--- config.mk ---
export PLATFORM = sky130hd
export DESIGN_NAME = ctfc_front
export DESIGN_NICKNAME = d
export VERILOG_FILES = /design/src/hdl/ctfc_pkg.sv /design/src/hdl/ctfc_front.sv
export SDC_FILE = /design/constraint.sdc
export NUM_CORES = 1
export LEC_CHECK = 0
export ABC_CLOCK_PERIOD_IN_PS = 7900
export BUFFER_PORTS_ARGS = -buffer_cell sky130_fd_sc_hd__buf_2
export CORE_ASPECT_RATIO = 0.6
export CORE_MARGIN = 5
export CORE_UTILIZATION = 47
export DETAILED_ROUTE_END_ITERATION = 7
export PLACE_DENSITY_LB_ADDON = 0.05
export REMOVE_ABC_BUFFERS = 1
export SYNTH_ARGS = -nofsm -noshare
export SYNTH_HDL_FRONTEND = slang
export SYNTH_SLANG_ARGS = --single-unit
--- constraint.sdc ---
create_clock -name clock -period 7.9 [get_ports clock]
set_clock_uncertainty 0.1 [all_clocks]
set_input_delay 1.58 -clock clock [delete_from_list [all_inputs] [get_ports clock]]
set_output_delay 1.58 -clock clock [all_outputs]
set_load 0.01 [all_outputs]
--- src/hdl/ctfc_pkg.sv ---
// Shared types and constants for the clock tree frequency calculator.
package ctfc_pkg;

   localparam int HZ_W   = 32;
   localparam int BASE_W = 26;
   localparam int M_W    = 6;
   localparam int N_W    = 9;
   localparam int PROD_W = BASE_W + N_W;
   localparam int SCALED_W = PROD_W - 1;

   localparam logic [BASE_W-1:0] HSI_HZ    = BASE_W'(16000000);
   localparam logic [BASE_W-1:0] HSE_RESET = BASE_W'(25000000);

   localparam logic [1:0] SRC_INTERNAL = 2'd0;
   localparam logic [1:0] SRC_EXTERNAL = 2'd1;
   localparam logic [1:0] SRC_PLL      = 2'd2;
   localparam logic [1:0] SRC_INVALID  = 2'd3;

   localparam logic [1:0] P_DIV2 = 2'd0;
   localparam logic [1:0] P_DIV4 = 2'd1;
   localparam logic [1:0] P_DIV6 = 2'd2;
   localparam logic [1:0] P_DIV8 = 2'd3;

   // divide by 3 as x * ceil(2^35 / 3) >> 35, exact for x below 2^34;
   // x is split in two halves so each partial product stays narrow
   localparam int RECIP3_W    = 34;
   localparam int RECIP3_SH   = 35;
   localparam logic [RECIP3_W-1:0] RECIP3 = 34'd11453246123;
   localparam int DIV3_SPLIT  = SCALED_W / 2;
   localparam int DIV3_HI_W   = SCALED_W - DIV3_SPLIT;
   localparam int PP_W        = DIV3_HI_W + RECIP3_W;
   localparam int DIV3_PROD_W = SCALED_W + RECIP3_W;

   // queue between front and back; depth must be a power of two
   localparam int QUEUE_DEPTH = 4;
   localparam int QUEUE_PTR_W = $clog2(QUEUE_DEPTH);
   localparam int QUEUE_CNT_W = $clog2(QUEUE_DEPTH + 1);

   // back pipeline layout
   localparam int M_STEPS      = 4;
   localparam int M_DIV_STAGES = (BASE_W + M_STEPS - 1) / M_STEPS;
   localparam int MUL_IDX      = M_DIV_STAGES + 1;
   localparam int SHIFT_IDX    = MUL_IDX + 1;
   localparam int DIV3_MUL_IDX = SHIFT_IDX + 1;
   localparam int DIV3_SUM_IDX = DIV3_MUL_IDX + 1;
   localparam int SYS_IDX      = DIV3_SUM_IDX + 1;
   localparam int NUM_STAGES   = SYS_IDX + 1;

   typedef struct packed {
      logic [1:0]     clock_source;
      logic           pll_source;
      logic [M_W-1:0] pll_m;
      logic [N_W-1:0] pll_n;
      logic [1:0]     pll_p_code;
      logic [3:0]     ahb_code;
      logic [2:0]     apb1_code;
      logic [2:0]     apb2_code;
   } req_type;

   typedef struct packed {
      logic [HZ_W-1:0] sysclk_hz;
      logic [HZ_W-1:0] ahb_hz;
      logic [HZ_W-1:0] apb1_hz;
      logic [HZ_W-1:0] apb1_timer_hz;
      logic [HZ_W-1:0] apb2_hz;
      logic [HZ_W-1:0] apb2_timer_hz;
      logic            bad_setting;
   } rsp_type;

   // classified request handed from front to back
   typedef struct packed {
      logic              is_pll;
      logic              bad_m;
      logic [BASE_W-1:0] fixed_hz;
      logic [BASE_W-1:0] base_hz;
      logic [M_W-1:0]    m;
      logic [N_W-1:0]    n;
      logic [1:0]        p_code;
      logic [3:0]        ahb_sh;
      logic [2:0]        apb1_bus_sh;
      logic [1:0]        apb1_tmr_sh;
      logic [2:0]        apb2_bus_sh;
      logic [1:0]        apb2_tmr_sh;
   } cls_type;

endpackage

--- src/hdl/ctfc_front.sv ---
// Front end: takes requests, holds the oscillator register, classifies each request.
module ctfc_front import ctfc_pkg::*; (
   input  logic              clock,
   input  logic              reset,
   input  logic              req_valid,
   output logic              req_stall,
   input  req_type           req_data,
   input  logic              csr_wr_en,
   input  logic [BASE_W-1:0] csr_wr_data,
   output logic              push_valid,
   output cls_type           push_data,
   input  logic              queue_full
);

   logic [BASE_W-1:0] hse_ff, hse_in;
   logic              valid_ff, valid_in;
   cls_type           item_ff, item_in;
   cls_type           cls;
   logic              accept;

   always_comb begin
      cls = '0;
      cls.m      = req_data.pll_m;
      cls.n      = req_data.pll_n;
      cls.p_code = req_data.pll_p_code;
      cls.base_hz = req_data.pll_source ? hse_ff : HSI_HZ;
      unique case (req_data.clock_source)
         SRC_INTERNAL: cls.fixed_hz = HSI_HZ;
         SRC_EXTERNAL: cls.fixed_hz = hse_ff;
         SRC_PLL:      cls.fixed_hz = '0;
         SRC_INVALID:  cls.fixed_hz = '0;
         default:      cls.fixed_hz = '0;
      endcase
      cls.is_pll = (req_data.clock_source == SRC_PLL);
      cls.bad_m  = cls.is_pll && (req_data.pll_m == '0);
      // AHB: 8..11 -> 1..4, 12..15 -> 6..9
      if (req_data.ahb_code[3]) begin
         if (req_data.ahb_code[2]) begin
            cls.ahb_sh = {1'b0, req_data.ahb_code[2:0]} + 4'd2;
         end else begin
            cls.ahb_sh = {1'b0, req_data.ahb_code[2:0]} + 4'd1;
         end
      end else begin
         cls.ahb_sh = '0;
      end
      cls.apb1_bus_sh = req_data.apb1_code[2] ? {1'b0, req_data.apb1_code[1:0]} + 3'd1 : '0;
      cls.apb1_tmr_sh = req_data.apb1_code[2] ? req_data.apb1_code[1:0] : '0;
      cls.apb2_bus_sh = req_data.apb2_code[2] ? {1'b0, req_data.apb2_code[1:0]} + 3'd1 : '0;
      cls.apb2_tmr_sh = req_data.apb2_code[2] ? req_data.apb2_code[1:0] : '0;
   end

   assign push_valid = valid_ff;
   assign push_data  = item_ff;
   assign req_stall  = valid_ff && queue_full;
   assign accept     = req_valid && !req_stall;

   always_comb begin
      hse_in   = csr_wr_en ? csr_wr_data : hse_ff;
      item_in  = accept ? cls : item_ff;
      valid_in = accept || (valid_ff && queue_full);
   end

   always_ff @(posedge clock) begin
      if (reset) begin
         hse_ff   <= HSE_RESET;
         valid_ff <= 1'b0;
      end else begin
         hse_ff   <= hse_in;
         valid_ff <= valid_in;
      end
      item_ff <= item_in;
   end

endmodule

==> results of run 1 <==
==> per-layer routing <==
| metal | track usage (%) | up-vias | wire (um) |
|---|---|---|---|
| met5 | 0 | - | 0 |
| met4 | 4.98 | 0 | 98 |
| met3 | 7.80 | 9 | 828 |
| met2 | 23.8 | 80 | 3720 |
| met1 | 19.4 | 1128 | 3440 |
| li1 | - | 1220 | - |
==> registers in the layout (all words and copies together), names as in the netlist <==
register and count:
push_data 85, hse_ff 26, push_valid 1
==> power groups by stage <==
| stage | logic [W] | registers [W] | clock network, W |
|---|---|---|---|
| 5_1_grt | 0.000120 | 0.000688 | 0.000518 |
| 2_1_floorplan | 0.0000339 | 0.000715 | 0 |
| 6_report | 0.000108 | 0.000684 | 0.000478 |
| 3_5_place_dp | 0.000111 | 0.000697 | 0 |
| 4_1_cts | 0.000111 | 0.000685 | 0.000491 |
| 3_3_place_gp | 0.000108 | 0.000697 | 0 |
==> worst min path at each step <==
stage                 endpoint  cells after the start  startpoint  slack (ns)
floorplan           hse_ff[11]                      2  hse_ff[11]        0.35
global placement     hse_ff[6]                      2   hse_ff[6]        0.36
detailed placement  hse_ff[24]                      2  hse_ff[24]        0.38
CTS                 hse_ff[24]                      2  hse_ff[24]        0.39
global route        hse_ff[12]                      2  hse_ff[12]        0.42
finish              hse_ff[11]                      2  hse_ff[11]        0.39
==> kinds of logic (layout without fill, tap and decap cells) <==
| kind of cell | Yosys count | in the layout | synth area share [%] |
|---|---|---|---|
| buffers and inverters | 19 | 172 | 2.65 |
| DFF | 112 | 112 | 76.2 |
| adders and majority gates | 3 | 3 | 0.925 |
| and+or+nand+nor | 93 | 93 | 12.5 |
| AOI/OAI and AO/OA | 15 | 15 | 2.34 |
| xor gates and xnor gates | 1 | 1 | 0.216 |
| muxes | 21 | 21 | 5.18 |
==> per-stage QoR <==
stage / util, % / total power (W) / hold slack, ns
2_1_floorplan: - / 0.000749 / 0.347
3_3_place_gp: 57.6 / 0.000805 / 0.360
3_5_place_dp: 57.6 / 0.000808 / 0.375
4_1_cts: 61.4 / 0.00129 / 0.390
5_1_grt: 61.4 / 0.00133 / 0.424
6_report: 61.4 / 0.00127 / 0.385
==> layout by cell type (no fill, tap or decap), types with 7 or more instances in the layout <==
master / Yosys / layout
dfxtp_1: 27 / 27
inv_1: 8 / 8
nand2_1: 19 / 19
edfxtp_1: 85 / 85
buf_2: 5 / 147
mux2i_1: 21 / 21
nor2_1: 15 / 15
and2_1: 48 / 48
a21oi_1: 7 / 7
clkbuf_16: 0 / 9
==> critical path: cells and delay by family <==
| kind | cells | cell delay [ns] |
|---|---|---|
| simple gates | 1 | 0.19 |
| buf+inv | 2 | 0.23 |
==> layout make-up <==
class                           count  area (sq um)
Clock buffer                       11           243
Clock inverter                      5          80.1
Fill cell                         683          3260
Inverter                            8          30.0
Multi-Input combinational cell    133           865
Sequential cell                   112          3090
Tap cell                          112           140
Timing Repair Buffer              148           743
==> impl_metrics.ini, run 1 <==
[place]
post-place-ws_ns = 4.22
placed_area_sq_um = 4870
numPortBuffers = 147
place_congestion = 0.717
place_hpwl_um = 5590
place_inst = 513

[routing]
antenna_left = 0
vias_per_cell = 4.61
first_iter_violations = 79
routed_wl_um = 8080
first_pass_iters = 4
wl_per_cell_um = 15.3
via_count = 2437
drc = 0

[grt]
grt_overflow_total = 0
grt_pass1_wl_um = 12100
first_global_vias = 2357
grt_max_degree = 86
antenna_found_initial = 0
grt_use_total_pct = 15.5

[critical_path]
cpMostUsedCell = buf_2
path_cells = buf_2 > and2_1 > buf_2
cp_max_fo = 3
crit_arrival_ns = 2.00
endpoint = req_stall
reg2reg_depth = 3
regToRegStartpoint = push_valid
r2r_end = push_data[80]
crit_required_ns = 6.22
critical_path.startpoint = queue_full
regToRegSetupSlack_ns = 5.96
cp-start-kind = input port
endpoint_kind = primary output
cp_slowest_stage_delay_ns = 0.19
cpMaxStageDelayCell = and2_1
worstSetupPathType = input port to primary output

[timing]
fmax_mhz = 272
rsz0062_at_grt = false
tightest_slew_ns = 1.06
hold_viol = 0
fin_crit_ns = 3.68
slew_headroom_pct = 29.5
slew_viol_final = 0
finalSetupViolCount = 0
tns_ns = 0
setup_slack_ns = 4.22
post-route-period-util_pct = 46.6

[power]
seqPwrFrac_pct = 53.9
powerDensity_nw_per_um2 = 244
p_leak_nw = 2.27
p_sw_w = 0.000264
comb_power_share_pct = 8.5
clkPwrFrac_pct = 37.6
switching_share_pct = 20.8
ir_worst_vdd_mv = 0.149
intPower_w = 0.00101

[cts]
cts_root_buffer = clkbuf_16
ctsHoldBuffers = 0
cts_setup_buffers = 0
clock_latency_ns = 0.33
cts_tree = yes
clock_sinks = 112
cts_made_buffers = 9
cts_resized = 0
htree_levels = 3
clockBufferDepth = 2
cts.clk_slew.worst_paths_ns = 0.07

[synthesis]
synth_edf_count = 85
synth_most_common_cell = edfxtp_1
synthFlopType = edfxtp_1
ys_async_sr_fraction_pct = 0
synthTopCellsByArea = edfxtp_1 (63%), dfxtp_1 (13%), and2_1 (7.4%), mux2i_1 (5.2%), nand2_1 (1.8%)
yosysUniqueCellTypes = 22
ys_ff_latch = 112
yosys_warnings = 0
synth_top_area_share_pct = 62.9
yosysSeqAreaShare_pct = 76.2
synth_common_cells = edfxtp_1 (85), and2_1 (48), dfxtp_1 (27)
syn_inst = 264
synth_top_area_cell = edfxtp_1
synth_area_sq_um = 4060
post_synth.cell_area_avg_sq_um = 15.4

[floorplan]
rows = 26
fp.dieH_um = 82.0
io_pins = 148
dieArea_sq_um = 10700
start_util_pct = 48.0
fp.coreArea_sq_um = 8460
die_width_um = 130

[cells_and_area]
drive_gt1_share_pct = 39.3
area_delta_synth_final_pct = 28.0
post-route-cell-area_sq_um = 5190
antenna_cells = 0
nNetsFinal = 476
instances_no_fill = 529

[status]
status = finished, final reports clean

[min_path]
hp-class = flop to flop

[flow_run]
drv_cap = 0
(Power assumes the default switching activity.)
==> run 2, diff against run 1 <==
- ABC_CLOCK_PERIOD_IN_PS: 7900 -> 3100
- CORE_UTILIZATION: 47 -> 44
- clock period: 7.9 -> 3.1 ns (I/O delays scaled with it)
==> impl_metrics.ini, run 2 (synthesized netlist as in run 1, its figures left out) <==
[status]
status = finished, final reports clean

[cells_and_area]
multi_input_area_sq_um = 865
antenna_cells = 0
nNetsFinal = 476
final_cell_mix = buf_2 (147), edfxtp_1 (85), and2_1 (48)
register_area_sq_um = 3090
drive_gt1_share_pct = 39.3
fillers = 799
final_common_cell = buf_2
largest_reg_flops = 85
area_delta_synth_final_pct = 27.7
post-route-cell-area_sq_um = 5180

[timing]
setup_slack_ns = 1.34
tightest_slew_ns = 0.864
tns_ns = 0
slew_viol_final = 0
fmax_mhz = 569
fin_crit_ns = 1.76
rsz0062_at_grt = false
hold_viol = 0
slew_headroom_pct = 42.4
post-route-period-util_pct = 56.7
finalSetupViolCount = 0

[place]
place_congestion = 0.700
numPortBuffers = 147
post-place-ws_ns = 1.18
place_hpwl_um = 5450
placed_area_sq_um = 4890

[critical_path]
worstSetupPathType = input port to primary output
regToRegStartpoint = push_valid
critPathTopFamily = buffers and inverters
endpoint_kind = primary output
cp-start-kind = input port
reg2reg_depth = 3
r2r_end = push_data[4]
cpMostUsedCell = buf_2
path_cells = buf_2 > and2_1 > buf_2
regToRegSetupSlack_ns = 1.59
cp_slowest_stage_delay_ns = 0.18
cpMaxStageDelayCell = and2_1
crit_arrival_ns = 1.04
cp_num_buf_inv = 2
crit_required_ns = 2.38
cp_max_fo = 3

[power]
ir_worst_vdd_mv = 0.310
p_leak_nw = 2.27
powerDensity_nw_per_um2 = 609

[routing]
drc = 0
vias_per_cell = 4.51
wl_per_cell_um = 15.2
antenna_left = 0
first_pass_iters = 4
first_iter_violations = 138
routed_wl_um = 8120
via_count = 2406

[grt]
first_global_vias = 2456
grt_max_degree = 86
met3_usage_pct = 7.07
use_met1_pct = 18.4
use_met2_pct = 22.3
grt_use_total_pct = 14.6
grt_pass1_wl_um = 12700
antenna_found_initial = 0
top_usage_layer = met2
grt_overflow_total = 0

[floorplan]
fp.coreArea_sq_um = 9090
die_width_um = 134
fp.dieH_um = 84.4
start_util_pct = 44.7
io_pins = 148
dieArea_sq_um = 11300
rows = 27

[min_path]
hp-class = input port to flop
min_to = push_data[14]
min-delay-start = req_data[10]
hold_depth = 1

[cts]
cts.clk_slew.worst_paths_ns = 0.07
clock_latency_ns = 0.34
cts_setup_buffers = 0
clock_sinks = 112
cts_root_buffer = clkbuf_16
cts_resized = 0
cts_tree = yes
clockBufferDepth = 2
cts_made_buffers = 9
htree_levels = 3
ctsHoldBuffers = 0

[flow_run]
drv_cap = 0
## run 2: power by group
group,leakage [nW],total [W],internal [W],switching [W]
combinational,1.06,0.000278,0.000118,0.000159
clock,0.146,0.00114,0.000645,0.000492
sequential,1.06,0.00174,0.00172,0.0000257
total,2.27,0.00316,0.00248,0.000677
## run 2: cell type report
cell class,instances,area share (%)
clock buffer,12,4.76
clock inverter,4,0.870
inverter,8,0.580
multi-input combinational,133,16.7
sequential,112,59.7
tap,116,2.80
timing repair buffer,148,14.6
## run 2: per-stage QoR
step / hold WS, ns / power, W / util (%) / instances
final: 0.348 / 0.00316 / 57.0 / 533
after global routing: 0.323 / 0.00329 / 57.0 / 533
after CTS: 0.330 / 0.00320 / 57.0 / 533
after detailed placement: 0.371 / 0.00206 / 53.8 / 517
after global placement: 0.362 / 0.00205 / 53.8 / 517
after floorplan: 0.347 / 0.00191 / - / 253
## run 2: worst max-delay path by stage
stage | start | endpoint | slack (ns) | cells after the start
4_1_cts | queue_full | req_stall | 1.34 | 3
3_5_place_dp | queue_full | push_data[31] | 1.18 | 4
2_1_floorplan | queue_full | push_data[0] | -2.12 | 2
5_1_grt | push_valid | req_stall | 1.26 | 2
6_report | queue_full | req_stall | 1.34 | 3
3_3_place_gp | queue_full | push_data[33] | 1.20 | 4
## run 2: worst register-to-register path, stage by stage, from the launching register on
cell and delay, ns:
dfxtp_1 0.30, and2_1 0.19, nor2b_4 0.14, buf_12 0.38
## run 2: layer usage
metal,vias up,wire [um]
met3,8,751
met4,0,77
li1,1211,-
met5,-,0
met1,1106,3650
met2,81,3630
==> run 3, diff against run 2 <==
- ABC_AREA: unset -> 1
- ABC_CLOCK_PERIOD_IN_PS: 3100 -> 1700
- CORE_UTILIZATION: 44 -> 47
- clock period: 3.1 -> 1.7 ns (I/O delays scaled with it)
==> impl_metrics.ini, run 3 <==
[status]
status = finished, final reports clean

[synthesis]
synth_common_cells = edfxtp_1 (85), nand2_1 (65), inv_1 (59)
yosysUniqueCellTypes = 21
post_synth.cell_area_avg_sq_um = 12.0
synthFlopType = edfxtp_1
synth_most_common_cell = edfxtp_1
yosys_warnings = 0
ys_ff_latch = 112
synth_edf_count = 85
synth_top_area_share_pct = 60.7
synthTopCellsByArea = edfxtp_1 (61%), dfxtp_1 (13%), nand2_1 (5.8%), inv_1 (5.3%), nor2_1 (4.5%)
synth_top_area_cell = edfxtp_1
syn_inst = 352
yosysSeqAreaShare_pct = 73.5
ys_async_sr_fraction_pct = 0
synth_area_sq_um = 4210

[routing]
drc = 0
wl_per_cell_um = 13.9
first_iter_violations = 200
first_pass_iters = 4
antenna_left = 0
vias_per_cell = 4.46
via_count = 2742
routed_wl_um = 8560

[floorplan]
fp.dieH_um = 83.3
fp.coreArea_sq_um = 8620
die_width_um = 132
rows = 26
io_pins = 148
dieArea_sq_um = 11000
start_util_pct = 48.8

[grt]
grt_overflow_total = 0
grt_use_total_pct = 16.3
grt_pass1_wl_um = 14200
antenna_found_initial = 0
grt_max_degree = 52
first_global_vias = 2743

[min_path]
min_to = push_data[24]
min-delay-start = req_data[20]
hold_depth = 1
hp-class = input port to flop

[timing]
fmax_mhz = 695
post-route-period-util_pct = 84.6
hold_viol = 0
tightest_slew_ns = 0.540
setup_slack_ns = 0.262
rsz0062_at_grt = false
fin_crit_ns = 1.44
slew_viol_final = 0
slew_headroom_pct = 64.0
finalSetupViolCount = 0
hold_ws_ns = 0.0659

[cts]
cts_setup_buffers = 0
cts_tree = yes
clockBufferDepth = 2
cts.clk_slew.worst_paths_ns = 0.07
cts_made_buffers = 9
ctsHoldBuffers = 0
clock_latency_ns = 0.34
cts_resized = 0
clock_sinks = 112
htree_levels = 3
cts_root_buffer = clkbuf_16

[cells_and_area]
fillers = 720
nNetsFinal = 563
antenna_cells = 0
final_common_cell = buf_2
final_cell_mix = buf_2 (147), edfxtp_1 (85), nand2_1 (65)
largest_reg_flops = 85
drive_gt1_share_pct = 35.4
area_delta_synth_final_pct = 25.8

[power]
powerDensity_nw_per_um2 = 1100
p_leak_nw = 2.57
ir_worst_vdd_mv = 0.542

[place]
post-place-ws_ns = 0.238
place_hpwl_um = 5880
numPortBuffers = 147
place_congestion = 0.760

[critical_path]
cp-start-kind = flop
r2r_end = push_data[68]
regToRegSetupSlack_ns = 0.36
worstSetupPathType = flop to primary output
crit_arrival_ns = 1.00
critical_path.startpoint = push_valid
regToRegStartpoint = push_valid
reg2reg_depth = 4
crit_required_ns = 1.26
endpoint_kind = primary output
cp_max_fo = 2

[flow_run]
drv_cap = 0
## run 3: worst max-delay path, stage by stage (launching register included)
cell and delay (ns):
dfxtp_1 0.33, nand2_1 0.07, inv_1 0.11, buf_2 0.15
## run 3: area by class of cell
cell class | count | area, sq um | area share [%]
Inverter | 62 | 245 | 4.63
Timing Repair Buffer | 149 | 776 | 14.7
Multi-Input combinational cell | 165 | 749 | 14.2
Clock buffer | 11 | 243 | 4.59
Clock inverter | 4 | 46.3 | 0.875
Sequential cell | 112 | 3090 | 58.4
Tap cell | 112 | 140 | 2.65
## run 3: how the worst max path moves through the flow
stage	slack, ns	cells past startpoint	end
after floorplan	-2.97	3	push_data[0]
after detailed placement	0.24	5	push_data[55]
final	0.26	3	req_stall
after CTS	0.25	3	req_stall
after global routing	0.18	3	req_stall
after global placement	0.25	5	push_data[73]
## run 3: kinds of logic (layout without fill, tap and decap cells)
group / after synthesis / in the layout / share of synthesized area, %
and+or+nand+nor: 140 / 140 / 14.1
DFF: 112 / 112 / 73.5
adders and majority gates: 3 / 3 / 0.892
buffers and inverters: 75 / 226 / 8.86
AOI/OAI and AO/OA: 22 / 22 / 2.62
## run 3: per-layer routing
layer  wire length [um]  global-route usage [%]  vias to the layer above
met5                  0                       0                        -
met4                 77                    4.20                        0
met2               3700                    24.0                       97
met3                846                    7.43                        7
li1                   -                       -                     1414
met1               3940                    21.9                     1224
## run 3: metrics by stage
step / utilization [%] / cell area, sq um / total power (W) / setup TNS, ns / cells
final: 61.4 / 5290 / 0.00580 / 0 / 615
after global routing: 61.4 / 5290 / 0.00607 / 0 / 615
after CTS: 61.4 / 5290 / 0.00586 / 0 / 615
after detailed placement: 58.0 / 5000 / 0.00381 / 0 / 600
after global placement: 58.0 / 5000 / 0.00380 / 0 / 600
after floorplan: - / 4080 / 0.00352 / -252.08 / 339
## run 3: where the power goes
group	internal (W)	leakage (nW)	total, W	switching [W]
Clock	0.00117	0.139	0.00206	0.000894
Sequential	0.00314	1.06	0.00319	0.0000569
Combinational	0.000208	1.36	0.000545	0.000337
Total	0.00451	2.57	0.00580	0.00129
