`src/hdl/ctfc_pkg.sv`:
```
// Shared types and constants for the clock tree frequency calculator.
package ctfc_pkg;

   localparam int HZ_W   = 32;
   localparam int BASE_W = 26;
   localparam int M_W    = 6;
   localparam int N_W    = 9;
   localparam int PROD_W = BASE_W + N_W;
   localparam int SCALED_W = PROD_W - 1;

   localparam logic [BASE_W-1:0] HSI_HZ    = BASE_W'(16000000);
   localparam logic [BASE_W-1:0] HSE_RESET = BASE_W'(25000000);

   localparam logic [1:0] SRC_INTERNAL = 2'd0;
   localparam logic [1:0] SRC_EXTERNAL = 2'd1;
   localparam logic [1:0] SRC_PLL      = 2'd2;
   localparam logic [1:0] SRC_INVALID  = 2'd3;

   localparam logic [1:0] P_DIV2 = 2'd0;
   localparam logic [1:0] P_DIV4 = 2'd1;
   localparam logic [1:0] P_DIV6 = 2'd2;
   localparam logic [1:0] P_DIV8 = 2'd3;

   // divide by 3 as x * ceil(2^35 / 3) >> 35, exact for x below 2^34;
   // x is split in two halves so each partial product stays narrow
   localparam int RECIP3_W    = 34;
   localparam int RECIP3_SH   = 35;
   localparam logic [RECIP3_W-1:0] RECIP3 = 34'd11453246123;
   localparam int DIV3_SPLIT  = SCALED_W / 2;
   localparam int DIV3_HI_W   = SCALED_W - DIV3_SPLIT;
   localparam int PP_W        = DIV3_HI_W + RECIP3_W;
   localparam int DIV3_PROD_W = SCALED_W + RECIP3_W;

   // queue between front and back; depth must be a power of two
   localparam int QUEUE_DEPTH = 4;
   localparam int QUEUE_PTR_W = $clog2(QUEUE_DEPTH);
   localparam int QUEUE_CNT_W = $clog2(QUEUE_DEPTH + 1);

   // back pipeline layout
   localparam int M_STEPS      = 4;
   localparam int M_DIV_STAGES = (BASE_W + M_STEPS - 1) / M_STEPS;
   localparam int MUL_IDX      = M_DIV_STAGES + 1;
   localparam int SHIFT_IDX    = MUL_IDX + 1;
   localparam int DIV3_MUL_IDX = SHIFT_IDX + 1;
   localparam int DIV3_SUM_IDX = DIV3_MUL_IDX + 1;
   localparam int SYS_IDX      = DIV3_SUM_IDX + 1;
   localparam int NUM_STAGES   = SYS_IDX + 1;

   typedef struct packed {
      logic [1:0]     clock_source;
      logic           pll_source;
      logic [M_W-1:0] pll_m;
      logic [N_W-1:0] pll_n;
      logic [1:0]     pll_p_code;
      logic [3:0]     ahb_code;
      logic [2:0]     apb1_code;
      logic [2:0]     apb2_code;
   } req_type;

   typedef struct packed {
      logic [HZ_W-1:0] sysclk_hz;
      logic [HZ_W-1:0] ahb_hz;
      logic [HZ_W-1:0] apb1_hz;
      logic [HZ_W-1:0] apb1_timer_hz;
      logic [HZ_W-1:0] apb2_hz;
      logic [HZ_W-1:0] apb2_timer_hz;
      logic            bad_setting;
   } rsp_type;

   // classified request handed from front to back
   typedef struct packed {
      logic              is_pll;
      logic              bad_m;
      logic [BASE_W-1:0] fixed_hz;
      logic [BASE_W-1:0] base_hz;
      logic [M_W-1:0]    m;
      logic [N_W-1:0]    n;
      logic [1:0]        p_code;
      logic [3:0]        ahb_sh;
      logic [2:0]        apb1_bus_sh;
      logic [1:0]        apb1_tmr_sh;
      logic [2:0]        apb2_bus_sh;
      logic [1:0]        apb2_tmr_sh;
   } cls_type;

endpackage

```
`src/hdl/ctfc_queue.sv`:
```
// Small queue of classified requests between front and back.
module ctfc_queue import ctfc_pkg::*; (
   input  logic    clock,
   input  logic    reset,
   input  logic    push_valid,
   input  cls_type push_data,
   output logic    full,
   output logic    pop_valid,
   output cls_type pop_data,
   input  logic    pop_en
);

   cls_type                slots_ff [QUEUE_DEPTH];
   logic [QUEUE_PTR_W-1:0] wr_ptr_ff, wr_ptr_in;
   logic [QUEUE_PTR_W-1:0] rd_ptr_ff, rd_ptr_in;
   logic [QUEUE_CNT_W-1:0] count_ff, count_in;
   logic                   push, pop;

   assign full      = (count_ff == QUEUE_CNT_W'(QUEUE_DEPTH));
   assign pop_valid = (count_ff != '0);
   assign pop_data  = slots_ff[rd_ptr_ff];
   assign push      = push_valid && !full;
   assign pop       = pop_en && pop_valid;

   always_comb begin
      wr_ptr_in = push ? wr_ptr_ff + 1'b1 : wr_ptr_ff;
      rd_ptr_in = pop ? rd_ptr_ff + 1'b1 : rd_ptr_ff;
      count_in  = count_ff;
      if (push && !pop) begin
         count_in = count_ff + 1'b1;
      end else if (pop && !push) begin
         count_in = count_ff - 1'b1;
      end
   end

   always_ff @(posedge clock) begin
      if (reset) begin
         wr_ptr_ff <= '0;
         rd_ptr_ff <= '0;
         count_ff  <= '0;
      end else begin
         wr_ptr_ff <= wr_ptr_in;
         rd_ptr_ff <= rd_ptr_in;
         count_ff  <= count_in;
      end
      if (push) begin
         slots_ff[wr_ptr_ff] <= push_data;
      end
   end

endmodule

```
`config.mk`:
```
export PLATFORM = sky130hd
export DESIGN_NAME = ctfc_queue
export DESIGN_NICKNAME = d
export VERILOG_FILES = /design/src/hdl/ctfc_pkg.sv /design/src/hdl/ctfc_queue.sv
export SDC_FILE = /design/constraint.sdc
export NUM_CORES = 1
export LEC_CHECK = 0
export ABC_AREA = 1
export BUFFER_PORTS_ARGS = -buffer_cell sky130_fd_sc_hd__clkbuf_2
export CORE_ASPECT_RATIO = 0.8
export CORE_MARGIN = 8
export CORE_UTILIZATION = 45
export DETAILED_ROUTE_END_ITERATION = 8
export REMOVE_ABC_BUFFERS = 1
export SLEW_MARGIN = 20
export SYNTH_ARGS = -nofsm -noshare
export SYNTH_HDL_FRONTEND = slang
export SYNTH_SLANG_ARGS = --single-unit
```
`constraint.sdc`:
```
create_clock -name clock -period 7.25 [get_ports clock]
set_input_delay 1.0875 -clock clock [delete_from_list [all_inputs] [get_ports clock]]
set_output_delay 1.0875 -clock clock [all_outputs]
set_load 0.005 [all_outputs]
```
==> results of run 1 <==
[worst max path at each step]
stage,cells after the start,startpoint,end
5_1_grt,5,flop,pop_data[75]
4_1_cts,5,flop,pop_data[75]
3_3_place_gp,5,flop,pop_data[75]
6_report,5,flop,pop_data[75]
2_1_floorplan,3,flop,pop_data[0]
3_5_place_dp,5,flop,pop_data[75]
[cells in the final DEF, fill, tap and decap left out, drive strengths merged]
cell type	instances
edfxtp	340
o21ai	171
clkinv	16
buf	11
diode	1
nor2	184
fa	1
dfxtp	9
xor2	1
o22ai	85
a21oi	3
ha	5
inv	17
clkbuf	219
bufinv	3
nand2	15
nand3b	1
nand3	4
[metrics by stage]
stage | cell area [µm²] | util [%] | hold slack, ns | setup slack, ns
2_1_floorplan | 12700 | - | 0.459 | 1.68
3_3_place_gp | 14200 | 49.9 | 0.479 | 3.39
3_5_place_dp | 14200 | 49.9 | 0.496 | 3.36
4_1_cts | 15300 | 53.9 | 0.505 | 2.82
5_1_grt | 15300 | 53.9 | 0.539 | 2.59
6_report | 15300 | 53.9 | 0.501 | 2.93
[final cells by class]
cell class | instances | area [µm²]
fillers | 2390 | 13100
flip-flops and latches | 349 | 10400
multi-input cells | 470 | 2300
clock buffers | 44 | 982
repair buffers | 186 | 958
well taps | 370 | 463
clock inverters | 19 | 163
inverters | 17 | 66.3
diodes | 1 | 2.50
[registers in the layout, summed over array words and instances (netlist names), named ones only]
name,cells
count_ff,3
rd_ptr_ff,2
slots_ff,340
wr_ptr_ff,2
[critical path, cell delays in order (launching register included)]
cell and delay, ns:
dfxtp_4 0.55, inv_4 0.68, buf_4 0.80, o21ai_0 0.16, o22ai_1 0.26, clkbuf_2 0.17
[per-layer routing]
| layer | global-route usage [%] | vias up | share of wire (%) |
|---|---|---|---|
| li1 | - | 3683 | - |
| met1 | 21.1 | 3664 | 44 |
| met2 | 25.2 | 210 | 47 |
| met3 | 4.26 | 31 | 7.5 |
| met4 | 3.97 | 6 | 1.2 |
| met5 | 0 | - | 0.14 |
[kinds of logic after synthesis]
| group | count (synthesis) | share of synthesized area [%] |
|---|---|---|
| flip-flops | 349 | 79.6 |
| adder cells (fa/ha/maj) | 6 | 0.633 |
| AO/OA/AOI/OAI | 259 | 10.7 |
| buffers and inverters | 72 | 2.98 |
| XOR/XNOR | 1 | 0.0671 |
| AND/OR/NAND/NOR | 204 | 5.94 |
[power groups by stage]
stage,Sequential (mW),Clock [mW],Combinational (mW)
floorplan,2.62,0,0.560
global placement,2.58,0,1.13
detailed placement,2.58,0,1.14
CTS,2.54,1.82,1.14
global route,2.56,1.90,1.25
finish,2.54,1.78,1.11
==> results by group, run 1 <==
Status
  – Status: finished clean

Floorplanning
  – # rows: 55
  – Die height: 168 µm
  – Core Box Area: 0.0284 mm²
  – Full die area: 0.0347 mm²
  – Starting density of the core: 45.9%
  – Ports: 176
  – Die extent in x: 206 µm

Worst setup path
  – Crit. End Element: output port
  – Crit start category: flop
  – Reg2reg path depth: 5
  – R2R Setup Slk: 4.40 ns
  – Critical path required time: 6.16 ns
  – Reg-to-reg endpoint: slots_ff[1][71]$_DFFE_PP_
  – Kind of critical path: flop to output port
  – R2r startpoint: count_ff[0]$_SDFFE_PP0P_
  – CP arrival: 3.23 ns
  – Crit Path Max Fanout: 90

Route
  – Mean number of vias per cell: 5.22
  – DRT antenna net count: 0
  – Post-route DRC: 0
  – DRT Wirelength: 27900 µm
  – Wirelength per Cell: 19.2 µm
  – Pre-antenna DRT Iters: 5
  – Vias: 7594
  – Initial DRC Count: 488

GRT
  – First-pass GRT wire length: 42700 µm
  – Initial antenna violation count: 4
  – Global-route usage over all layers: 15.7%
  – Largest net degree at the start of global routing: 99
  – Vias in the first global route: 7601
  – Congestion Overflow GR: 0

STA
  – Slew HR: 34.0%
  – Final Skew: 0.0149 ns
  – Setup TNS Final: 0 ns
  – RSZ-0062 raised after global routing: no
  – Max Freq: 232 MHz
  – Final min period: 4.32 ns
  – Final Hold Fails: 0
  – Final Slew Violations: 0
  – Slew @ Worst Pin: 0.990 ns
  – Endpoints failing setup: 0
  – Final Cycle Share: 59.5%

Placement
  – DPL Wire Length: 15600 µm
  – Port Buffers: 175
  – Dpl cells: 1392
  – GPL Wtd Cong: 0.692

Logic synthesis
  – Async S/R FF share, synth: 0%
  – Count leader, synth: edfxtp_1
  – Register bit total from synthesis: 349
  – Post-synthesis sequential area ratio: 79.6%
  – Share of the synthesized area in the top cell type: 78.3%
  – Synth Cell Area: 0.0130 mm²
  – Synth area leaders: edfxtp_1 (78%), o21ai_0 (5.7%), nor2_1 (5.3%), o22ai_1 (4.1%), dfxtp_1 (1.4%)
  – Mean Syn Cell Area: 14.6 µm²
  – Post-synth top area cell: edfxtp_1
  – Synth cell count leaders: edfxtp_1 (340), nor2_1 (184), o21ai_0 (148)
  – Post-Synthesis Cells: 891
  – Yosys warns: 0
  – Number of enable flip-flop cells after synthesis: 340
  – Synth Flop Type: edfxtp_1
  – Synth unique cells: 21

Clocking
  – PostCTS Resize Cnt: 0
  – CTS Hold Buffers Added: 0
  – Post-CTS setup buffers: 0
  – Clock transition at path regs: 0.06 ns
  – H-tree lvl count: 2
  – Skew-Pair Late Insertion Delay: 0.51 ns
  – CTS tree: built
  – CTS sink count: 349
  – Root Buffer: clkbuf_16
  – Clk buf depth: 3
  – Clock buffer count from CTS: 35

Finish
  – Share of cells above drive strength 1: 22.8%
  – Area growth syn-to-layout: 17.5%
  – Layout Cells excl Fill: 1456
  – NumNets Final: 1154

Pwr
  – Total internal power: 3.90 mW
  – Switching part of the total: 28.2%
  – Combinational Power Share: 20.4%
  – Seq pwr share: 46.8%
  – Leakage power: 5.42 nW
  – Overall Power: 5.43 mW
  – Worst VDD drop: 0.199 mV
  – PwrDens: 354 mW/mm²
  – Psw: 1.53 mW
  – Clock network power share: 32.8%

Run
  – Max-cap viol count: 0

Min path
  – Hold_sp: rd_ptr_ff[0]$_SDFFE_PP0P_
  – Hold depth: 2
  – Min-delay worst type: flop to flop
No activity file was read; power rests on OpenSTA's default activity.
==> inputs of run 2 (changes only) <==
==> constraint.sdc (replaced) <==
create_clock -name clock -period 4.1 [get_ports clock]
set_input_delay 0.615 -clock clock [delete_from_list [all_inputs] [get_ports clock]]
set_output_delay 0.615 -clock clock [all_outputs]
set_load 0.005 [all_outputs]
==> run 2 against run 1 <==
Effect of this change:
- sequential share of layout area rose by 0.083 points
- non-clock buffer count grew 2
- clock power grew 63%
- largest cell class unchanged
==> results by group, run 2 (synthesized netlist as in run 1, its figures left out) <==
Floorplanning
  – Starting density of the core: 45.9% (unchanged)
  – Full die area: 0.0347 mm² (unchanged)
  – Ports: 176 (unchanged)
  – Die extent in x: 206 µm (unchanged)
  – Core Box Area: 0.0284 mm² (unchanged)
  – Die height: 168 µm (unchanged)
  – # rows: 55 (unchanged)

Status
  – Status: finished clean

Worst setup path
  – Crit. End Element: output port
  – Kind of critical path: flop to output port
  – CP arrival: 2.39 ns (-0.84 ns)
  – Reg-to-reg endpoint: slots_ff[1][22]$_DFFE_PP_
  – R2r startpoint: count_ff[0]$_SDFFE_PP0P_
  – Crit Path Max Fanout: 85 (-5.6%)
  – CP delay by family, top: buffers and inverters
  – Bufs and invs on worst path: 2 (-1)
  – Reg2reg path depth: 5 (unchanged)
  – Largest stage delay, worst path: 0.72 ns (-0.08 ns)
  – Critical path required time: 3.48 ns (-2.68 ns)
  – Crit-path slowest cell: buf_4
  – R2R Setup Slk: 1.73 ns (-2.67 ns)
  – Crit start category: flop
  – Cell Chain, Critical Path: buf_4, o21ai_0, o22ai_1, clkbuf_2

GRT
  – Initial antenna violation count: 3 (-1)
  – M2 GR Usage: 25.9% (+0.71 points)
  – First-pass GRT wire length: 44100 µm (+3.3%)
  – Congestion Overflow GR: 0 (unchanged)
  – Vias in the first global route: 7759 (+2.1%)
  – Global-route usage over all layers: 16.2% (+0.45 points)
  – M1 GR Usage: 22.1% (+0.97 points)
  – Routing usage on met3: 3.80% (-0.46 points)
  – Largest net degree at the start of global routing: 171 (+73%)
  – Most used routing layer: met2

Pwr
  – Psw: 2.71 mW (+77%)
  – Combinational Power Share: 22.3% (+1.9 points)
  – Total internal power: 6.71 mW (+72%)
  – PwrDens: 615 mW/mm² (+74%)
  – Seq pwr share: 47.0% (+0.2 points)
  – Clock network power share: 30.8% (-2.0 points)
  – Worst VDD drop: 0.336 mV (+69%)
  – Overall Power: 9.41 mW (+73%)
  – Leakage power: 5.38 nW (-0.73%)
  – Switching part of the total: 28.7% (+0.59 points)

STA
  – Final Cycle Share: 73.4%
  – Endpoints failing setup: 0 (unchanged)
  – Max Freq: 332 MHz
  – Final Hold Fails: 0 (unchanged)
  – Post-route setup slack: 1.09 ns (-1.84 ns)
  – Slew @ Worst Pin: 0.995 ns (+0.00484 ns)
  – RSZ-0062 raised after global routing: no
  – Final min period: 3.01 ns
  – Final Slew Violations: 0 (unchanged)
  – Final Skew: 0.0100 ns (-0.00488 ns)
  – Slew HR: 33.7% (-0.32 points)

Clocking
  – Root Buffer: clkbuf_16
  – Clock buffer count from CTS: 36 (+2.9%)
  – H-tree lvl count: 2 (unchanged)
  – CTS sink count: 349 (unchanged)
  – Clock transition at path regs: 0.06 ns (about the same)
  – Clk buf depth: 3 (unchanged)
  – CTS Hold Buffers Added: 0 (unchanged)
  – PostCTS Resize Cnt: 0 (unchanged)
  – Post-CTS setup buffers: 0 (unchanged)
  – CTS tree: built
  – Skew-Pair Late Insertion Delay: 0.49 ns (-0.02 ns)

Run
  – Max-cap viol count: 0 (unchanged)

Finish
  – NumNets Final: 1157 (+0.26%)
  – Layout Cells excl Fill: 1455 (-0.069%)
  – Largest Register: slots_ff
  – Share of cells above drive strength 1: 22.1% (-0.62 points)
  – Top flop regs: slots_ff x340, count_ff x3
  – Commonest non-fill, non-tap cells in the layout: edfxtp_1 (340), nor2_1 (180), clkbuf_2 (175), o21ai_0 (148), o22ai_1 (85)
  – Max reg flops: 340 (unchanged)
  – Area growth syn-to-layout: 17.3%
  – Commonest non-fill, non-tap cell in the layout: edfxtp_1

Route
  – Vias: 7753 (+2.1%)
  – DRT Wirelength: 28500 µm (+2.1%)
  – Mean number of vias per cell: 5.33 (+2.2%)
  – Pre-antenna DRT Iters: 4 (-1)
  – DRT antenna net count: 0 (unchanged)
  – Wirelength per Cell: 19.6 µm (+2.2%)
  – Post-route DRC: 0 (unchanged)
  – Initial DRC Count: 501 (+2.7%)

Min path
  – Hold depth: 1 (-1)
  – Min-delay worst type: input pin to flop
  – Hold EP: slots_ff[2][0]$_DFFE_PP_
  – Hold_sp: push_data[0]

Placement
  – GPL Wtd Cong: 0.698 (+0.88%)
  – Pre-CTS setup slack: 1.54 ns (-1.82 ns)
  – Dpl cells: 1394 (+0.14%)
  – DPL Wire Length: 16200 µm (+3.8%)
  – Port Buffers: 175 (unchanged)
run 2: power groups by stage:
stage	sequential (mW)	combinational (mW)	clock, mW
finish	4.42	2.10	2.90
global route	4.45	2.36	3.10
CTS	4.42	2.15	2.97
detailed placement	4.50	2.15	0
global placement	4.49	2.13	0
floorplan	4.63	0.990	0
run 2: routing by layer:
| layer | share of wire [%] | vias to the layer above |
|---|---|---|
| met1 | 46 | 3811 |
| met5 | 0.077 | - |
| met2 | 46 | 210 |
| met3 | 6.1 | 47 |
| li1 | - | 3681 |
| met4 | 1.8 | 4 |
run 2: area by class of cell:
type / instances / area [µm²]
inverters: 17 / 66.3
flip-flops and latches: 349 / 10400
clock buffers: 48 / 977
well taps: 370 / 463
repair buffers: 188 / 1050
fillers: 2379 / 13100
multi-input cells: 470 / 2300
diodes: 1 / 2.50
clock inverters: 12 / 58.8
run 2: worst max path at each step:
stage,start,to,slack [ns],cells past startpoint
floorplan,flop,pop_data[0],-1.0,3
global placement,push_valid,slots_ff[1][42]$_DFFE_PP_,1.57,4
detailed placement,push_valid,slots_ff[1][42]$_DFFE_PP_,1.54,4
CTS,flop,pop_data[84],1.07,4
global route,flop,pop_data[84],0.98,4
finish,flop,pop_data[84],1.09,4
run 2: metrics by stage:
step | utilization (%) | cell area, µm² | hold WS [ns] | TNS (ns)
2_1_floorplan | - | 12700 | 0.459 | -320.85
3_3_place_gp | 50.2 | 14300 | 0.480 | 0
3_5_place_dp | 50.2 | 14300 | 0.492 | 0
4_1_cts | 53.9 | 15300 | 0.316 | 0
5_1_grt | 53.9 | 15300 | 0.322 | 0
6_report | 53.9 | 15300 | 0.341 | 0
==> inputs of run 3 (changes only) <==
--- a/config.mk
+++ b/config.mk
@@ -5,7 +5,7 @@
 export SDC_FILE = /design/constraint.sdc
 export NUM_CORES = 1
 export LEC_CHECK = 0
-export ABC_AREA = 1
+export ABC_AREA = 0
 export BUFFER_PORTS_ARGS = -buffer_cell sky130_fd_sc_hd__clkbuf_2
 export CORE_ASPECT_RATIO = 0.8
 export CORE_MARGIN = 8
==> constraint.sdc (replaced) <==
create_clock -name clock -period 2.8 [get_ports clock]
set_input_delay 0.42 -clock clock [delete_from_list [all_inputs] [get_ports clock]]
set_output_delay 0.42 -clock clock [all_outputs]
set_load 0.005 [all_outputs]
==> run 3 against run 2 <==
Effect of this change:
- synthesized area down 2.1%
- clock skew up 0.0044 ns
- worst setup slack worse by 0.83 ns
- critical endpoint is now pop_data[46]
- highest routed layer unchanged
==> results by group, run 3 <==
Status
  – Status: finished clean

Finish
  – NumNets Final: 796 (-31%)
  – Antenna diodes: 0 (-1)
  – Share of cells above drive strength 1: 45.4% (+23 points)
  – Area growth syn-to-layout: 19.7%
  – Max reg flops: 340 (unchanged)
  – Design Area, Final: 0.0153 mm² (about the same)
  – Commonest non-fill, non-tap cell in the layout: edfxtp_1
  – Commonest non-fill, non-tap cells in the layout: edfxtp_1 (340), clkbuf_2 (175), mux4_2 (85), clkbuf_16 (37), buf_12 (10)
  – Largest Register: slots_ff
  – Fill cell total of the finished layout: 2155 (-9.4%)
  – Top flop regs: slots_ff x340, count_ff x3
  – Post-layout util: 54.5% (+0.62 points)

Logic synthesis
  – Async S/R FF share, synth: 0% (unchanged)
  – Synth cell count leaders: edfxtp_1 (340), mux4_2 (85), dfxtp_1 (9)
  – Synth Cell Area: 0.0128 mm² (-2.1%)
  – Synth Flop Type: edfxtp_1
  – Register bit total from synthesis: 349 (unchanged)
  – Post-Synthesis Cells: 492 (-45%)
  – Synth unique cells: 23 (+9.5%)
  – Synth area leaders: edfxtp_1 (80%), mux4_2 (15%), dfxtp_1 (1.4%), buf_12 (0.94%), ha_1 (0.49%)
  – Yosys warns: 0 (unchanged)
  – Post-synth top area cell: edfxtp_1
  – Count leader, synth: edfxtp_1
  – Number of enable flip-flop cells after synthesis: 340 (unchanged)
  – Post-synthesis sequential area ratio: 81.3% (+1.7 points)
  – Mean Syn Cell Area: 26.0 µm² (+77%)
  – Share of the synthesized area in the top cell type: 79.9% (+1.6 points)

STA
  – Final Cycle Share: 90.5%
  – Final Slew Violations: 0 (unchanged)
  – Endpoints failing setup: 0 (unchanged)
  – Final min period: 2.54 ns
  – Final Hold Fails: 0 (unchanged)
  – RSZ-0062 raised after global routing: no
  – Slew @ Worst Pin: 0.615 ns (-0.380 ns)
  – Final Skew: 0.0144 ns (+0.00437 ns)
  – Setup TNS Final: 0 ns (unchanged)
  – Slew HR: 59.0% (+25 points)
  – Post-route setup slack: 0.265 ns (-0.826 ns)
  – Max Freq: 394 MHz

Worst setup path
  – Bufs and invs on worst path: 2 (unchanged)
  – Crit Path Max Fanout: 68 (-20%)
  – Kind of critical path: flop to output port
  – Crit start category: flop
  – CP arrival: 2.12 ns (-0.27 ns)
  – CP delay by family, top: multiplexers
  – Crit-path slowest cell: mux4_2
  – Cell Chain, Critical Path: buf_12, mux4_2, clkbuf_2
  – Crit. End Element: output port
  – Critical path required time: 2.38 ns (-1.10 ns)
  – Largest stage delay, worst path: 0.63 ns (-0.09 ns)

Clocking
  – H-tree lvl count: 2 (unchanged)
  – PostCTS Resize Cnt: 0 (unchanged)
  – Post-CTS setup buffers: 0 (unchanged)
  – CTS tree: built
  – Root Buffer: clkbuf_16
  – CTS sink count: 349 (unchanged)
  – Clock transition at path regs: 0.06 ns (about the same)
  – Skew-Pair Late Insertion Delay: 0.50 ns (about the same)
  – Clk buf depth: 3 (unchanged)
  – CTS Hold Buffers Added: 0 (unchanged)
  – Clock buffer count from CTS: 36 (unchanged)

Pwr
  – Worst VDD drop: 0.874 mV (+160%)
  – Combinational Power Share: 21.3% (-1.0 points)
  – Seq pwr share: 46.2% (-0.8 points)
  – Leakage power: 5.16 nW (-4.1%)
  – Clock network power share: 32.5% (+1.7 points)
  – Total internal power: 10.5 mW (+56%)
  – Switching part of the total: 24.6% (-4.2 points)
  – Psw: 3.41 mW (+26%)
  – Overall Power: 13.9 mW (+47%)
  – PwrDens: 907 mW/mm² (+48%)

Route
  – Mean number of vias per cell: 5.30 (-0.51%)
  – DRT antenna net count: 0 (unchanged)
  – Vias: 5805 (-25%)
  – Pre-antenna DRT Iters: 4 (unchanged)
  – DRT Wirelength: 24900 µm (-13%)
  – Wirelength per Cell: 22.7 µm (+16%)
  – Initial DRC Count: 319 (-36%)
  – Post-route DRC: 0 (unchanged)

Floorplanning
  – Full die area: 0.0341 mm² (-1.9%)
  – Core Box Area: 0.0281 mm² (-1.2%)
  – Die height: 167 µm (-0.94%)
  – # rows: 55 (unchanged)
  – Die extent in x: 204 µm (-0.95%)
  – Ports: 176 (unchanged)
  – Starting density of the core: 45.5% (-0.40 points)

GRT
  – First-pass GRT wire length: 37900 µm (-14%)
  – Largest net degree at the start of global routing: 69 (-60%)
  – Initial antenna violation count: 4 (+1)
  – Global-route usage over all layers: 14.5% (-1.7 points)
  – Congestion Overflow GR: 0 (unchanged)
  – Vias in the first global route: 6342 (-18%)

Min path
  – Min-delay worst type: input pin to flop

Run
  – Max-cap viol count: 0 (unchanged)

Placement
  – Pre-CTS setup slack: 0.457 ns (-1.09 ns)
  – Port Buffers: 175 (unchanged)
  – GPL Wtd Cong: 0.737 (+5.7%)
  – Area after DPL: 0.0142 mm² (-0.63%)
  – DPL Wire Length: 15700 µm (-2.9%)
run 3: metrics by stage:
step / std cells / hold slack, ns
floorplan: 472 / 0.478
global placement: 1033 / 0.490
detailed placement: 1033 / 0.517
CTS: 1095 / 0.110
global route: 1095 / 0.120
finish: 1095 / 0.136
run 3: layout make-up:
class / count / area (µm²) / share of cell area [%]
Timing Repair Buffer: 191 / 1120 / 7.33
Sequential cell: 349 / 10400 / 68.0
Inverter: 4 / 15.0 / 0.0981
Clock inverter: 16 / 158 / 1.03
Clock buffer: 46 / 960 / 6.27
Tap cell: 370 / 463 / 3.03
Multi-Input combinational cell: 119 / 2180 / 14.3
run 3: kinds of logic (layout without fill, tap and decap cells):
logic type / count (synthesis) / after routing / synth area share [%]
DFF: 349 / 349 / 81.3
muxes: 87 / 87 / 15.1
buffers and inverters: 24 / 257 / 1.67
and+or+nand+nor: 16 / 16 / 0.676
adders and majority gates: 6 / 6 / 0.646
AOI/OAI and AO/OA: 6 / 6 / 0.284
xor gates and xnor gates: 4 / 4 / 0.274
run 3: path summary, 6_finish.rpt:
kind | startpoint | endpoint | slack (ns) | cells after the start
setup reg to reg | count_ff[0]$_SDFFE_PP0P_ | count_ff[2]$_SDFFE_PP0P_ | 0.43 | 8
setup / recovery | flop | pop_data[46] | 0.26 | 3
hold / removal | push_data[82] | slots_ff[1][82]$_DFFE_PP_ | 0.14 | 1
hold reg to reg | rd_ptr_ff[1]$_SDFFE_PP0P_ | rd_ptr_ff[1]$_SDFFE_PP0P_ | 0.53 | 2
run 3: layer usage:
metal | vias up | wire length (µm) | GRT usage, %
met5 | - | 46 | 0
met4 | 8 | 425 | 3.72
met3 | 46 | 1940 | 5.08
met2 | 172 | 11800 | 23.0
met1 | 3048 | 10700 | 18.9
li1 | 2531 | - | -
run 3: power groups by stage:
stage,Combinational (mW),Sequential [mW],Clock (mW)
detailed placement,3.06,6.52,0
CTS,3.07,6.42,4.64
global placement,3.02,6.48,0
finish,2.95,6.41,4.51
global route,3.24,6.45,4.83
floorplan,1.54,6.80,0
